**src/rtl/plci_pkg.sv**
```systemverilog
// plci_pkg: shared types, codes and helpers for the packet loss and corrupt
// impairment unit. No dependencies.

package plci_pkg;

  localparam int unsigned LEN_W  = 13;
  localparam int unsigned WORD_W = 32;
  localparam int unsigned IDX_W  = 3;

  // register indexes on the configuration channel
  localparam logic [IDX_W-1:0] REG_MODEL_SEL    = 3'd0;
  localparam logic [IDX_W-1:0] REG_LOSS_PROB    = 3'd1;
  localparam logic [IDX_W-1:0] REG_THRESH_A1    = 3'd2;
  localparam logic [IDX_W-1:0] REG_THRESH_A2    = 3'd3;
  localparam logic [IDX_W-1:0] REG_THRESH_A3    = 3'd4;
  localparam logic [IDX_W-1:0] REG_THRESH_A4    = 3'd5;
  localparam logic [IDX_W-1:0] REG_THRESH_A5    = 3'd6;
  localparam logic [IDX_W-1:0] REG_CORRUPT_PROB = 3'd7;

  // loss model selector codes
  localparam logic [1:0] LM_RANDOM     = 2'd0;
  localparam logic [1:0] LM_GILBERT    = 2'd1;
  localparam logic [1:0] LM_FOUR_STATE = 2'd2;

  // verdict codes
  localparam logic [1:0] VERDICT_PASS  = 2'd0;
  localparam logic [1:0] VERDICT_DROP  = 2'd1;
  localparam logic [1:0] VERDICT_ABORT = 2'd2;

  // decision queue between front and back
  localparam int unsigned QUEUE_AW    = 1;
  localparam int unsigned QUEUE_DEPTH = 1 << QUEUE_AW;

  // remainder unit: four quotient bits per cycle over a 32-bit padded dividend
  localparam int unsigned DIGIT_W   = 4;
  localparam int unsigned DIV_STEPS = WORD_W / DIGIT_W;
  localparam int unsigned CNT_W     = $clog2(DIV_STEPS);

  typedef struct packed {
    logic              lost;
    logic              corrupt;
    logic [LEN_W-1:0]  len;
    logic [WORD_W-1:0] position;
  } job_t;

  // four restoring steps of the remainder; rem stays below div
  function automatic logic [LEN_W-1:0] mod_step(input logic [LEN_W-1:0]   rem,
                                                input logic [DIGIT_W-1:0] digit,
                                                input logic [LEN_W-1:0]   div);
    logic [LEN_W-1:0] r;
    logic [LEN_W:0]   t;
    r = rem;
    for (int i = DIGIT_W - 1; i >= 0; i--) begin
      t = {r, digit[i]};
      if (t >= {1'b0, div}) begin
        t = t - {1'b0, div};
      end
      r = t[LEN_W-1:0];
    end
    return r;
  endfunction

endpackage

```
**src/rtl/plci_front.sv**
```systemverilog
// plci_front: configuration registers, loss model and corruption draw.
// Uses plci_pkg; pushes one job per accepted descriptor into plci_queue.

module plci_front #(
  parameter int unsigned MAX_PACKET_BYTES = 8191
) (
  input  logic                        clk,
  input  logic                        rst,
  input  logic                        cfg_valid,
  input  logic [plci_pkg::IDX_W-1:0]  cfg_index,
  input  logic [plci_pkg::WORD_W-1:0] cfg_data,
  input  logic                        in_valid,
  input  logic                        q_full,
  input  logic [plci_pkg::LEN_W-1:0]  packet_len,
  input  logic [plci_pkg::WORD_W-1:0] rand_loss_a,
  input  logic [plci_pkg::WORD_W-1:0] rand_loss_b,
  input  logic [plci_pkg::WORD_W-1:0] rand_corrupt,
  input  logic [plci_pkg::WORD_W-1:0] rand_position,
  output logic                        push,
  output plci_pkg::job_t              job
);

  typedef enum logic [1:0] {
    LS_GOOD,
    LS_BAD,
    LS_LOST_GAP,
    LS_LOST_BURST
  } loss_state_t;

  localparam logic [plci_pkg::LEN_W-1:0] MAX_LEN = plci_pkg::LEN_W'(MAX_PACKET_BYTES);

  logic [1:0]                  model_sel;
  logic [plci_pkg::WORD_W-1:0] loss_prob;
  logic [plci_pkg::WORD_W-1:0] thresh_a1;
  logic [plci_pkg::WORD_W-1:0] thresh_a2;
  logic [plci_pkg::WORD_W-1:0] thresh_a3;
  logic [plci_pkg::WORD_W-1:0] thresh_a4;
  logic [plci_pkg::WORD_W-1:0] thresh_a5;
  logic [plci_pkg::WORD_W-1:0] corrupt_prob;
  loss_state_t                 loss_state;
  loss_state_t                 loss_state_next;
  logic                        lost;
  logic [plci_pkg::WORD_W-1:0] s14;
  logic [plci_pkg::WORD_W-1:0] s23;

  assign push = in_valid && !q_full;

  assign s14 = thresh_a1 + thresh_a4;
  assign s23 = thresh_a2 + thresh_a3;

  always_comb begin
    lost            = 1'b0;
    loss_state_next = loss_state;
    case (model_sel)
      plci_pkg::LM_RANDOM: begin
        lost = (loss_prob != '0) && (loss_prob >= rand_loss_a);
      end
      plci_pkg::LM_GILBERT: begin
        case (loss_state)
          LS_GOOD: begin
            if (rand_loss_a < thresh_a1) begin
              loss_state_next = LS_BAD;
            end
            lost = rand_loss_b < thresh_a4;
          end
          LS_BAD: begin
            if (rand_loss_a < thresh_a2) begin
              loss_state_next = LS_GOOD;
            end
            lost = rand_loss_b > thresh_a3;
          end
          default: ;
        endcase
      end
      plci_pkg::LM_FOUR_STATE: begin
        case (loss_state)
          LS_GOOD: begin
            if (rand_loss_a < thresh_a4) begin
              loss_state_next = LS_LOST_GAP;
              lost            = 1'b1;
            end else if (thresh_a4 < rand_loss_a && rand_loss_a < s14) begin
              loss_state_next = LS_LOST_BURST;
              lost            = 1'b1;
            end
          end
          LS_BAD: begin
            if (rand_loss_a < thresh_a5) begin
              loss_state_next = LS_LOST_BURST;
              lost            = 1'b1;
            end
          end
          LS_LOST_BURST: begin
            if (rand_loss_a < thresh_a3) begin
              loss_state_next = LS_BAD;
            end else if (thresh_a3 < rand_loss_a && rand_loss_a < s23) begin
              loss_state_next = LS_GOOD;
            end else if (s23 < rand_loss_a) begin
              lost = 1'b1;
            end
          end
          default: begin
            loss_state_next = LS_GOOD;
          end
        endcase
      end
      default: ;
    endcase
  end

  always_comb begin
    job.lost     = lost;
    job.corrupt  = (corrupt_prob != '0) && (corrupt_prob >= rand_corrupt);
    job.len      = (packet_len > MAX_LEN) ? MAX_LEN : packet_len;
    job.position = rand_position;
  end

  always_ff @(posedge clk) begin
    if (rst) begin
      model_sel    <= plci_pkg::LM_RANDOM;
      loss_prob    <= '0;
      thresh_a1    <= '0;
      thresh_a2    <= '0;
      thresh_a3    <= '0;
      thresh_a4    <= '0;
      thresh_a5    <= '0;
      corrupt_prob <= '0;
      loss_state   <= LS_GOOD;
    end else begin
      if (cfg_valid) begin
        case (cfg_index)
          plci_pkg::REG_MODEL_SEL:    model_sel    <= cfg_data[1:0];
          plci_pkg::REG_LOSS_PROB:    loss_prob    <= cfg_data;
          plci_pkg::REG_THRESH_A1:    thresh_a1    <= cfg_data;
          plci_pkg::REG_THRESH_A2:    thresh_a2    <= cfg_data;
          plci_pkg::REG_THRESH_A3:    thresh_a3    <= cfg_data;
          plci_pkg::REG_THRESH_A4:    thresh_a4    <= cfg_data;
          plci_pkg::REG_THRESH_A5:    thresh_a5    <= cfg_data;
          plci_pkg::REG_CORRUPT_PROB: corrupt_prob <= cfg_data;
          default: ;
        endcase
      end
      if (push) begin
        loss_state <= loss_state_next;
      end
    end
  end

endmodule

```
**src/rtl/plci_queue.sv**
```systemverilog
// plci_queue: short job queue that decouples the loss front from the
// corruption back. Uses plci_pkg::job_t.

module plci_queue (
  input  logic           clk,
  input  logic           rst,
  input  logic           push,
  input  plci_pkg::job_t push_job,
  output logic           full,
  input  logic           pop,
  output plci_pkg::job_t head,
  output logic           empty
);

  plci_pkg::job_t                entries [plci_pkg::QUEUE_DEPTH];
  logic [plci_pkg::QUEUE_AW-1:0] wr_ptr;
  logic [plci_pkg::QUEUE_AW-1:0] rd_ptr;
  logic [plci_pkg::QUEUE_AW:0]   count;
  logic [plci_pkg::QUEUE_AW:0]   count_next;

  assign full  = (count == (plci_pkg::QUEUE_AW+1)'(plci_pkg::QUEUE_DEPTH));
  assign empty = (count == '0);
  assign head  = entries[rd_ptr];

  always_comb begin
    count_next = count;
    if (push && !pop) begin
      count_next = count + 1'b1;
    end else if (pop && !push) begin
      count_next = count - 1'b1;
    end
  end

  always_ff @(posedge clk) begin
    if (rst) begin
      wr_ptr <= '0;
      rd_ptr <= '0;
      count  <= '0;
    end else begin
      if (push) begin
        wr_ptr <= wr_ptr + 1'b1;
      end
      if (pop) begin
        rd_ptr <= rd_ptr + 1'b1;
      end
      count <= count_next;
    end
  end

  always_ff @(posedge clk) begin
    if (push) begin
      entries[wr_ptr] <= push_job;
    end
  end

endmodule

```
**src/rtl/plci_back.sv**
```systemverilog
// plci_back: pops jobs, reduces the flip position with a 4-bit-per-cycle
// remainder unit and holds the result register. Uses plci_pkg.

module plci_back (
  input  logic                       clk,
  input  logic                       rst,
  input  logic                       q_empty,
  input  plci_pkg::job_t             q_head,
  output logic                       pop,
  output logic                       out_valid,
  input  logic                       out_stall,
  output logic [1:0]                 verdict,
  output logic                       flip_valid,
  output logic [plci_pkg::LEN_W-1:0] flip_offset,
  output logic [7:0]                 flip_mask
);

  typedef enum logic [1:0] {
    B_IDLE,
    B_DIV,
    B_FINISH
  } back_state_t;

  back_state_t                 state;
  logic [plci_pkg::CNT_W-1:0]  cnt;
  logic [plci_pkg::WORD_W-1:0] dvd;
  logic [plci_pkg::LEN_W-1:0]  rem;
  logic [plci_pkg::LEN_W-1:0]  divisor;
  logic [2:0]                  bit_sel;
  logic                        can_load;
  logic                        needs_div;
  logic                        at_end;
  logic                        load_out;

  assign can_load  = !out_valid || !out_stall;
  assign needs_div = !q_head.lost && q_head.corrupt && (q_head.len != '0);
  // offset + 1 >= len means the flip would land on or past the last byte
  assign at_end    = ({1'b0, rem} + 1'b1) >= {1'b0, divisor};
  // a new result goes into the output register this cycle
  assign load_out  = (state == B_IDLE && pop && !needs_div) ||
                     (state == B_FINISH && can_load);

  always_comb begin
    pop = 1'b0;
    if (state == B_IDLE && !q_empty) begin
      pop = needs_div || can_load;
    end
  end

  always_ff @(posedge clk) begin
    if (rst) begin
      state     <= B_IDLE;
      cnt       <= '0;
      out_valid <= 1'b0;
    end else begin
      if (load_out) begin
        out_valid <= 1'b1;
      end else if (!out_stall) begin
        out_valid <= 1'b0;
      end
      case (state)
        B_IDLE: begin
          if (pop) begin
            if (needs_div) begin
              // offset = (position / 8) mod len, bit = position mod 8
              dvd     <= {3'b000, q_head.position[plci_pkg::WORD_W-1:3]};
              rem     <= '0;
              divisor <= q_head.len;
              bit_sel <= q_head.position[2:0];
              cnt     <= '0;
              state   <= B_DIV;
            end else begin
              flip_valid  <= 1'b0;
              flip_offset <= '0;
              flip_mask   <= '0;
              if (q_head.lost) begin
                verdict <= plci_pkg::VERDICT_DROP;
              end else if (q_head.corrupt) begin
                verdict <= plci_pkg::VERDICT_ABORT;
              end else begin
                verdict <= plci_pkg::VERDICT_PASS;
              end
            end
          end
        end
        B_DIV: begin
          rem <= plci_pkg::mod_step(rem,
                                    dvd[plci_pkg::WORD_W-1 -: plci_pkg::DIGIT_W],
                                    divisor);
          dvd <= dvd << plci_pkg::DIGIT_W;
          cnt <= cnt + 1'b1;
          if (cnt == plci_pkg::CNT_W'(plci_pkg::DIV_STEPS - 1)) begin
            state <= B_FINISH;
          end
        end
        B_FINISH: begin
          if (can_load) begin
            state <= B_IDLE;
            if (at_end) begin
              verdict     <= plci_pkg::VERDICT_ABORT;
              flip_valid  <= 1'b0;
              flip_offset <= '0;
              flip_mask   <= '0;
            end else begin
              verdict     <= plci_pkg::VERDICT_PASS;
              flip_valid  <= 1'b1;
              flip_offset <= rem;
              flip_mask   <= 8'(1) << bit_sel;
            end
          end
        end
        default: begin
          state <= B_IDLE;
        end
      endcase
    end
  end

  a_flip_mask_onehot: assert property (@(posedge clk) disable iff (rst)
    out_valid && flip_valid |-> $onehot(flip_mask) && verdict == plci_pkg::VERDICT_PASS)
    else $error("flip result without a one-hot mask or with a non-pass verdict");

  a_no_flip_on_reject: assert property (@(posedge clk) disable iff (rst)
    out_valid && verdict != plci_pkg::VERDICT_PASS |-> !flip_valid && flip_offset == '0)
    else $error("drop or abort carries flip data");

  a_div_length: assert property (@(posedge clk) disable iff (rst)
    state == B_DIV && cnt == plci_pkg::CNT_W'(plci_pkg::DIV_STEPS - 1) |=> state == B_FINISH)
    else $error("remainder unit did not finish after its last step");

  a_rem_bound: assert property (@(posedge clk) disable iff (rst)
    state == B_FINISH |-> rem < divisor)
    else $error("remainder not below packet length");

  a_no_pop_while_busy: assert property (@(posedge clk) disable iff (rst)
    state != B_IDLE |-> !pop)
    else $error("job taken while the remainder unit is busy");

endmodule

```
**src/rtl/packet_loss_and_corrupt_impairment_unit.sv**
```systemverilog
// Packet loss and bit-corruption decision unit for link impairment.
// Instantiates plci_front, plci_queue and plci_back; uses plci_pkg.
//
// Usage:
//   Input channel (in_valid / in_stall) takes one packet descriptor per
//   transfer: length and four random words. Output channel (out_valid /
//   out_stall) gives exactly one result per descriptor, in order: verdict
//   (pass, drop, abort) and the byte offset and XOR mask of a bit flip.
//   The configuration channel (cfg_valid / cfg_ready, always ready) writes
//   the eight registers by index; write only while the unit is idle.
//   A dropped, clean or zero-length packet passes the queue entry and the
//   result register; one with a flip position also passes the back-end
//   remainder unit, four quotient bits a cycle. The unit takes one packet
//   per cycle without a flip position while the receiver does not stall;
//   with one, the back end takes no new job until its result is loaded. A
//   two-entry queue lets the loss front keep taking descriptors while the
//   back end works or the receiver stalls; when the queue is full in_stall
//   rises. A stalled result stays on the outputs. Reset (rst, synchronous)
//   clears the configuration registers to zero, the loss state to good /
//   transmit-in-gap, and empties the queue and result register.

module packet_loss_and_corrupt_impairment_unit #(
  parameter int unsigned MAX_PACKET_BYTES = 8191
) (
  input  logic                        clk,
  input  logic                        rst,
  input  logic                        cfg_valid,
  output logic                        cfg_ready,
  input  logic [plci_pkg::IDX_W-1:0]  cfg_index,
  input  logic [plci_pkg::WORD_W-1:0] cfg_data,
  input  logic                        in_valid,
  output logic                        in_stall,
  input  logic [plci_pkg::LEN_W-1:0]  packet_len,
  input  logic [plci_pkg::WORD_W-1:0] rand_loss_a,
  input  logic [plci_pkg::WORD_W-1:0] rand_loss_b,
  input  logic [plci_pkg::WORD_W-1:0] rand_corrupt,
  input  logic [plci_pkg::WORD_W-1:0] rand_position,
  output logic                        out_valid,
  input  logic                        out_stall,
  output logic [1:0]                  verdict,
  output logic                        flip_valid,
  output logic [plci_pkg::LEN_W-1:0]  flip_offset,
  output logic [7:0]                  flip_mask
);

  logic           q_full;
  logic           q_empty;
  logic           push;
  logic           pop;
  plci_pkg::job_t push_job;
  plci_pkg::job_t q_head;

  assign cfg_ready = 1'b1;
  assign in_stall  = q_full;

  plci_front #(
    .MAX_PACKET_BYTES(MAX_PACKET_BYTES)
  ) u_front (
    .clk          (clk),
    .rst          (rst),
    .cfg_valid    (cfg_valid && cfg_ready),
    .cfg_index    (cfg_index),
    .cfg_data     (cfg_data),
    .in_valid     (in_valid),
    .q_full       (q_full),
    .packet_len   (packet_len),
    .rand_loss_a  (rand_loss_a),
    .rand_loss_b  (rand_loss_b),
    .rand_corrupt (rand_corrupt),
    .rand_position(rand_position),
    .push         (push),
    .job          (push_job)
  );

  plci_queue u_queue (
    .clk     (clk),
    .rst     (rst),
    .push    (push),
    .push_job(push_job),
    .full    (q_full),
    .pop     (pop),
    .head    (q_head),
    .empty   (q_empty)
  );

  plci_back u_back (
    .clk        (clk),
    .rst        (rst),
    .q_empty    (q_empty),
    .q_head     (q_head),
    .pop        (pop),
    .out_valid  (out_valid),
    .out_stall  (out_stall),
    .verdict    (verdict),
    .flip_valid (flip_valid),
    .flip_offset(flip_offset),
    .flip_mask  (flip_mask)
  );

endmodule
```
**config.mk**
```make
export PLATFORM = sky130hd
export DESIGN_NAME = packet_loss_and_corrupt_impairment_unit
export DESIGN_NICKNAME = d
export VERILOG_FILES = /design/src/rtl/plci_pkg.sv /design/src/rtl/plci_front.sv /design/src/rtl/plci_queue.sv /design/src/rtl/plci_back.sv /design/src/rtl/packet_loss_and_corrupt_impairment_unit.sv
export SDC_FILE = /design/constraint.sdc
export NUM_CORES = 1
export LEC_CHECK = 0
export BUFFER_PORTS_ARGS = -buffer_cell sky130_fd_sc_hd__buf_4
export CORE_MARGIN = 5
export CORE_UTILIZATION = 60
export DETAILED_ROUTE_END_ITERATION = 7
export GPL_ROUTABILITY_DRIVEN = 0
export PLACE_DENSITY = 0.79
export SYNTH_ARGS = -nofsm -noshare
export SYNTH_HDL_FRONTEND = slang
export SYNTH_SLANG_ARGS = --single-unit
```
**constraint.sdc**
```tcl
create_clock -name clk -period 12.8 [get_ports clk]
set_input_delay 1.28 -clock clk [delete_from_list [all_inputs] [get_ports clk]]
set_output_delay 1.28 -clock clk [all_outputs]
set_load 0.02 [all_outputs]
```
==> results.txt <==
Clk sinks -> 418
CTS tree -> done
Commonest non-fill, non-tap cell in the layout -> nand2_1
EDFF count, synth -> 179
CTS Hold Buffers Added -> 0
Power per cell area -> 197 nW/um^2
HP Class -> flip-flop to flip-flop
FF-to-FF setup slack -> 1630 ps
Tmin final -> 11170 ps
Initial antenna violation count -> 1
H-tree depth -> 2
Area of the multi-input gates -> 18200 um^2
Top-area cell type share of the netlist area -> 20.2%
Clk pin slew, worst setup/hold paths -> 60 ps
Pin count of the biggest net entering global routing -> 198
First-pass GRT wire length -> 140000 um
Critical Path AT -> 11500 ps
Final Skew -> 21.6 ps
Setup TNS -> 0 ps
Syn nets -> 4082
Wire per inst -> 21.0 um
RSZ-0062 raised after global routing -> false
Max Fclk -> 0.0895 GHz
Max Slew Vio Count -> 0
FF-to-FF path depth -> 36
Share of post-route cells with drive strength above 1 -> 9.97%
CTS Buf Count -> 46
Max-cap violations -> 0
Fin crit share -> 87.3%
Hold Crit Endpoint -> u_front.thresh_a5[23]$_SDFFE_PP0P_
Final wirelength -> 89500 um
Post_cts resized -> 0
Sequential area share after synthesis -> 34.1%
Die Ht -> 233 um
Pleak -> 14.1 nW
Area contributors post-synth -> ha_1, edfxtp_1, dfxtp_1
Max stage delay on crit path -> 800 ps
Die width -> 233 um
Setup bufs post-CTS -> 0
DR vias -> 26.8k
Initial Util -> 60.7%
CTS Root Cell -> clkbuf_16
WS Path Type -> flip-flop to flip-flop
Worst skew pair latency -> 620 ps
Gr usage total -> 32.2%
Critical Path End Type -> flip-flop
CORE AREA -> 49100 um^2
IO Pins -> 208
Dominant cell type by area after synthesis -> ha_1
Number of port buffers -> 206
Final-report setup violation count -> 0
# fillers -> 3837
Netlist cell types -> 86
Seq. cell area -> 10200 um^2
HP Start -> u_front.thresh_a5[23]$_SDFFE_PP0P_
Synth Cell Area -> 29800 um^2
Post-synthesis instance total -> 3413
Main flop type after synthesis -> dfxtp_1
Slowest CP cell -> a211oi_4
Worst R2R Start -> u_back.divisor[1]$_DFFE_PP_
Pre-antenna DRT Iters -> 7
HPWL after detailed placement -> 67600 um
Critical path peak fanout -> 24
Hold Fails Final Rpt -> 0
Vias/cell -> 6.28
#FFs+latches synth -> 418
# DRC -> 0
YS warnings -> 0
Antenna Violating Nets Remaining -> 0
Nets@finish -> 4233
Final instance area -> 33400 um^2
1st-iter DRT viols -> 2858
Worst setup path start -> u_back.divisor[1]$_DFFE_PP_
Syn avg cell area -> 8.73 um^2
GR Overflow Total -> 0
R2R Path End -> u_back.rem[12]$_SDFFCE_PN0P_
Startpoint Class -> flip-flop
Most frequent cells in the layout -> nand2_1, ha_1, a21oi_1, inv_1, dfxtp_1
Hold depth -> 2
Num rows -> 81
Slew headroom -> 14.6%
Outcome -> completed
Ant. Diodes -> 0
Area grow syn2layout -> 12.3%
Critical path data required time -> 13130 ps
Vias in the first global route -> 26.1k
Die ar. -> 54200 um^2
CP most frequent cell -> ha_1
Maximum vdd drop -> 0.431 mV
Async SR Flop Fraction -> 0%
Worst Max-Slew Pin Slew -> 1250 ps
Clk buf depth -> 3
Placed cell area -> 31900 um^2
==> area by class of cell <==
cell class	instances	area share (%)
timing repair buffer	223	5.06
sequential	418	30.4
tap	664	2.48
multi-input combinational	2597	54.4
clock buffer	66	4.00
clock inverter	18	0.554
inverter	278	3.12
==> worst max-delay path, delay by kind of cell (launching register included) <==
family | cells | cell delay (ps)
AO/OA/AOI/OAI | 18 | 5630
adder cells (fa/ha/maj) | 4 | 1450
buffers and inverters | 2 | 350
flip-flops | 1 | 590
multiplexers | 2 | 740
AND/OR/NAND/NOR | 10 | 2120
==> worst max-delay path by stage <==
stage | end | slack (ps) | cells after the start
after detailed placement | u_back.rem[2]$_SDFFCE_PN0P_ | 1970 | 36
after CTS | u_back.rem[2]$_SDFFCE_PN0P_ | 1960 | 36
after global routing | u_back.rem[2]$_SDFFCE_PN0P_ | 1000 | 36
after floorplan | u_back.rem[10]$_SDFFCE_PN0P_ | 3650 | 39
final | u_back.rem[12]$_SDFFCE_PN0P_ | 1630 | 36
after global placement | u_back.rem[2]$_SDFFCE_PN0P_ | 2450 | 36
==> logic make-up after synthesis <==
| group | Yosys count | share of synthesized area (%) |
|---|---|---|
| flip-flops | 418 | 34.1 |
| XOR/XNOR | 115 | 3.38 |
| multiplexers | 69 | 2.45 |
| adder cells (fa/ha/maj) | 488 | 20.7 |
| other | 1 | 0.0126 |
| AND/OR/NAND/NOR | 1044 | 16.0 |
| buffers and inverters | 398 | 5.07 |
| AO/OA/AOI/OAI | 880 | 18.3 |
==> sequential cells by signal, summed over array words and instances (netlist names), 32 cells and up, named ones only <==
register,cells
u_front.thresh_a4,32
u_front.thresh_a1,32
u_front.corrupt_prob,32
u_front.thresh_a5,32
u_front.thresh_a3,32
u_queue.entries,94
u_front.thresh_a2,32
u_back.dvd,32
u_front.loss_prob,32
==> cell usage after synthesis (4+ instances only) <==
library cell / number
nand2_1: 570
ha_1: 482
a21oi_1: 395
inv_1: 278
dfxtp_1: 239
edfxtp_1: 179
a21o_1: 171
o21ai_0: 135
nor2_1: 120
clkbuf_1: 111
nand4_1: 76
xor2_1: 61
xnor2_1: 54
nand3_1: 45
nand2b_1: 44
mux2i_1: 42
nor2b_1: 40
nor3_1: 37
o21a_1: 29
mux2_2: 26
a211oi_1: 25
nor4_1: 23
and2_1: 22
and3_1: 21
o21bai_1: 12
a221o_1: 11
a31oi_1: 9
and4_1: 9
a2111oi_0: 8
o2111ai_1: 8
o211ai_1: 8
or2_2: 8
or3_1: 8
fa_1: 6
a221oi_1: 5
a311o_1: 5
a31o_2: 5
nor3b_1: 5
o31ai_1: 5
a211o_1: 4
a41oi_1: 4
nand3b_1: 4
==> per-stage QoR <==
stage | utilization (%) | cells | setup slack, ps | hold WS, ps | power, mW
floorplan | - | 3413 | 3650 | 436 | 4.39
global placement | 65.1 | 4180 | 2450 | 442 | 4.97
detailed placement | 65.1 | 4180 | 1970 | 446 | 5.15
CTS | 68.2 | 4264 | 1960 | 454 | 6.50
global route | 68.2 | 4264 | 1000 | 472 | 6.96
finish | 68.2 | 4264 | 1630 | 455 | 6.59
==> report_power, final <==
part           internal, mW  switching, mW  total [mW]
clock network         0.756          0.587        1.34
logic                  1.54           2.08        3.62
registers              1.56         0.0662        1.63
total                  3.85           2.73        6.59
==> routing by layer <==
layer / share of wire (%) / wire length (um) / up-vias / global-route usage, %
li1: - / - / 12400 / -
met4: 4.2 / 3770 / 2 / 12.1
met1: 41 / 37000 / 12700 / 43.8
met5: 0.015 / 13 / - / 0
met2: 45 / 40200 / 1314 / 51.3
met3: 9.5 / 8490 / 270 / 6.24
Note: power is estimated with default switching activity, not from simulation.
